[config.mk]
export PLATFORM = sky130hd
export DESIGN_NAME = obm_slot_ram
export DESIGN_NICKNAME = d
export VERILOG_FILES = /design/src/sv/obm_pkg.sv /design/src/sv/obm_slot_ram.sv
export SDC_FILE = /design/constraint.sdc
export NUM_CORES = 2
export LEC_CHECK = 0
export BUFFER_PORTS_ARGS = -buffer_cell sky130_fd_sc_hd__buf_4
export CAP_MARGIN = 20
export CORE_ASPECT_RATIO = 0.5
export CORE_UTILIZATION = 39
export DETAILED_ROUTE_END_ITERATION = 12
export GPL_TIMING_DRIVEN = 1
export PLACE_DENSITY = 0.58
export SYNTH_ARGS = -nofsm -noshare
export SYNTH_HDL_FRONTEND = slang
export SYNTH_SLANG_ARGS = --single-unit
[constraint.sdc]
create_clock -name clk_i -period 16.17 [get_ports clk_i]
set_input_delay 0.8085 -clock clk_i [delete_from_list [all_inputs] [get_ports clk_i]]
set_output_delay 0.8085 -clock clk_i [all_outputs]
set_load 0.02 [all_outputs]
[src/sv/obm_pkg.sv]
package obm_pkg;

  // Default table size and instrument range
  localparam int unsigned ORDER_SLOTS_DEF  = 32;
  localparam int unsigned INSTRUMENT_COUNT = 16;

  // Operation codes
  localparam logic FUNC_ADD    = 1'b0;
  localparam logic FUNC_CANCEL = 1'b1;

  // Side codes
  localparam logic SIDE_BUY  = 1'b0;
  localparam logic SIDE_SELL = 1'b1;

  // Result kinds
  localparam logic [1:0] KIND_TRADE  = 2'd0;
  localparam logic [1:0] KIND_ADD    = 2'd1;
  localparam logic [1:0] KIND_CANCEL = 2'd2;

  // One resting order
  typedef struct packed {
    logic [31:0] id;
    logic [15:0] client;
    logic [3:0]  instrument;
    logic        side;
    logic [31:0] quantity;
    logic [31:0] price;
  } slot_t;

endpackage

[src/sv/obm_slot_ram.sv]
module obm_slot_ram #(
  parameter int unsigned DEPTH = obm_pkg::ORDER_SLOTS_DEF
) (
  input  logic                     clk_i,
  input  logic                     we_i,
  input  logic [$clog2(DEPTH)-1:0] waddr_i,
  input  obm_pkg::slot_t           wdata_i,
  input  logic [$clog2(DEPTH)-1:0] raddr_i,
  output obm_pkg::slot_t           rdata_o
);
  import obm_pkg::*;

  slot_t mem_q [DEPTH];
  slot_t rdata_q;

  // Write port
  always_ff @(posedge clk_i) begin
    if (we_i) begin
      mem_q[waddr_i] <= wdata_i;
    end
  end

  // Registered read port
  always_ff @(posedge clk_i) begin
    rdata_q <= mem_q[raddr_i];
  end

  assign rdata_o = rdata_q;

endmodule

==> run metrics <==
Sink Count=3861; Detail Route Antenna Nets=0; Synth Cell Area=0.144 mm^2; cell depth of the worst hold path=1; Post-synth EDFFs=3744; CTS buffer count=359; CP required=16920 ps; Yosys reg bits=3861; Worst setup SP type=input pin; critical-path cell list=buf_16 > buf_4 > buf_4 > buf_4 > buf_4 > mux4_2 > a22oi_1 > nand4_1; slowest CP cell=buf_4; die area=0.373 mm^2; synth warn=0; most used cell, CP=buf_4; Filler cells=30761; Final setup viols=0; Residual DRC=0; register area=0.115 mm^2; Final Skew=38.9 ps; Reg clk slew, reported paths=60 ps; max_cap viols=0; Final #Nets=7317; CTS max path bufs=4; Layout area overhead=13.5%; Hold Slack=306 ps; Seq/Total Area, Yosys=0.795; Root Buffer=clkbuf_16; Routed WL=388000 um; Overall Power=0.0206 W; worst slew pin tran=1210 ps; initial drt markers=7855; Post-Syn Area per Cell=21.2 um^2; drt pass-1 iters=5; vias in the first global route=71165; P_leak=53.1 nW; global route total overflow=0; crit path kind=input pin to flip-flop; worst min path class=input pin to flip-flop; largest net degree at the start of global routing=113; final worst path period need=5050 ps; Synth cell types=33; Peak Freq=198 MHz; cells after synthesis=6795; FP Rows=157; crit-path max FO=74; largest area contributor in the netlist=edfxtp_1; Async SR Flop Fraction=0; Slew Limit Fails=0; post_cts resized=0; first-pass GRT wire length=545000 um; R2R setup slack=14340 ps; PD cells=126 mW/mm^2; outcome=completed; Via Count=71233; dpl hpwl=186000 um; syn_nets=6924; RSZ-0062 raised after global routing=false; H-Tree Depth=5; area share of the largest cell type after synthesis=0.779; slowest cell delay on critical path=890 ps; Core Box Area=0.367 mm^2; normalized max-slew margin=0.196; hold buffer count at cts=0; commonest cells after routing, fill and taps aside=edfxtp_1, mux2i_1, a22oi_1; fin crit share=0.312; setup TNS=0 ps; wire length per cell=31.3 um; Die Width=862 um; layout cells sized above 1=0.195; Worst EP arrival=5800 ps; endpoint type of the worst setup path=flip-flop; post-DR vias/cell=5.74; I/O Buffers=245; Die Y=432 um; commonest non-fill, non-tap cell in the layout=edfxtp_1; initial core utilization=0.393; final-report hold violation count=0; GRT Util Overall=0.204; gpl congestion=0.732; CTS tree=yes; area of the multi-input gates=0.0280 mm^2; Top FF cell, synth=edfxtp_1; clk_lat worst skew=900 ps; post-CTS setup buffer count=0; top post-synthesis cells by area=edfxtp_1, mux4_2, mux2i_1, a22oi_1, dfxtp_1; # IOs=246; Worst Reg-to-Reg Cells=4; Peak VDD IR=0.0919 mV; initial antenna violation count=35
## through the flow
step           cell area [um^2]  utilization  instances  setup slack (ps)
2_1_floorplan            144000            -       6795              9240
3_5_place_dp             152000        0.415      11755             10130
3_3_place_gp             152000        0.415      11750             10190
5_1_grt                  164000        0.446      12418             10810
6_report                 164000        0.447      12420             11120
4_1_cts                  164000        0.446      12409             11110
## flip-flops by register name, summed over array words and instances (netlist names)
| signal | cells |
|---|---|
| rdata_o | 117 |
| mem_q | 3744 |
## Yosys cell counts, drive strengths merged (6+ instances only)
| cell type | count |
|---|---|
| a22o | 67 |
| a21oi | 17 |
| nand4 | 50 |
| dfxtp | 117 |
| nand3 | 222 |
| nor2 | 46 |
| clkbuf | 161 |
| mux2i | 916 |
| nand2 | 22 |
| buf | 224 |
| edfxtp | 3744 |
| a2bb2oi | 6 |
| a22oi | 603 |
| a31oi | 67 |
| nor2b | 15 |
| and2 | 10 |
| mux4 | 478 |
## power by group
part	switching (W)	total (W)	internal, W	leakage (nW)
clock	0.00364	0.00838	0.00474	5.65
sequential	0.0000628	0.0112	0.0111	34.7
combinational	0.000662	0.00102	0.000356	12.7
## critical path, delay by kind of cell
family | cells | cell delay [ps]
AOI/OAI and AO/OA | 1 | 260
buffers and inverters | 5 | 3700
muxes | 1 | 600
and+or+nand+nor | 1 | 120
## cell families after synthesis
kind of cell	count (synthesis)	synth area share
muxes	1394	0.138
and+or+nand+nor	381	0.0135
DFF	3861	0.795
buffers and inverters	386	0.0136
AOI/OAI and AO/OA	773	0.0399
## area by class of cell
type,instances,area share
flip-flops and latches,3861,0.700
multi-input cells,2548,0.171
clock buffers,478,0.0607
well taps,4929,0.0376
repair buffers,417,0.0211
clock inverters,176,0.00930
diodes,10,0.000153
inverters,1,0.0000229
## final timing paths
path	from	to
hold / removal	wdata_i[51]	mem_q[24][51]
setup / recovery	raddr_i[0]	rdata_o[92]
hold reg to reg	mem_q[20][89]	rdata_o[89]
setup reg to reg	mem_q[15][4]	rdata_o[4]
## layer usage
| layer | share of wire | up-vias | wire length, um | GRT usage |
|---|---|---|---|---|
| met1 | 0.42 | 38850 | 162000 | 0.282 |
| met2 | 0.50 | 2515 | 194000 | 0.347 |
| met4 | 0.024 | 20 | 9260 | 0.0519 |
| met3 | 0.058 | 531 | 22600 | 0.0240 |
| li1 | - | 29317 | - | - |
| met5 | 0.00033 | - | 127 | 0 |
No activity file was read; power rests on OpenSTA's default activity.
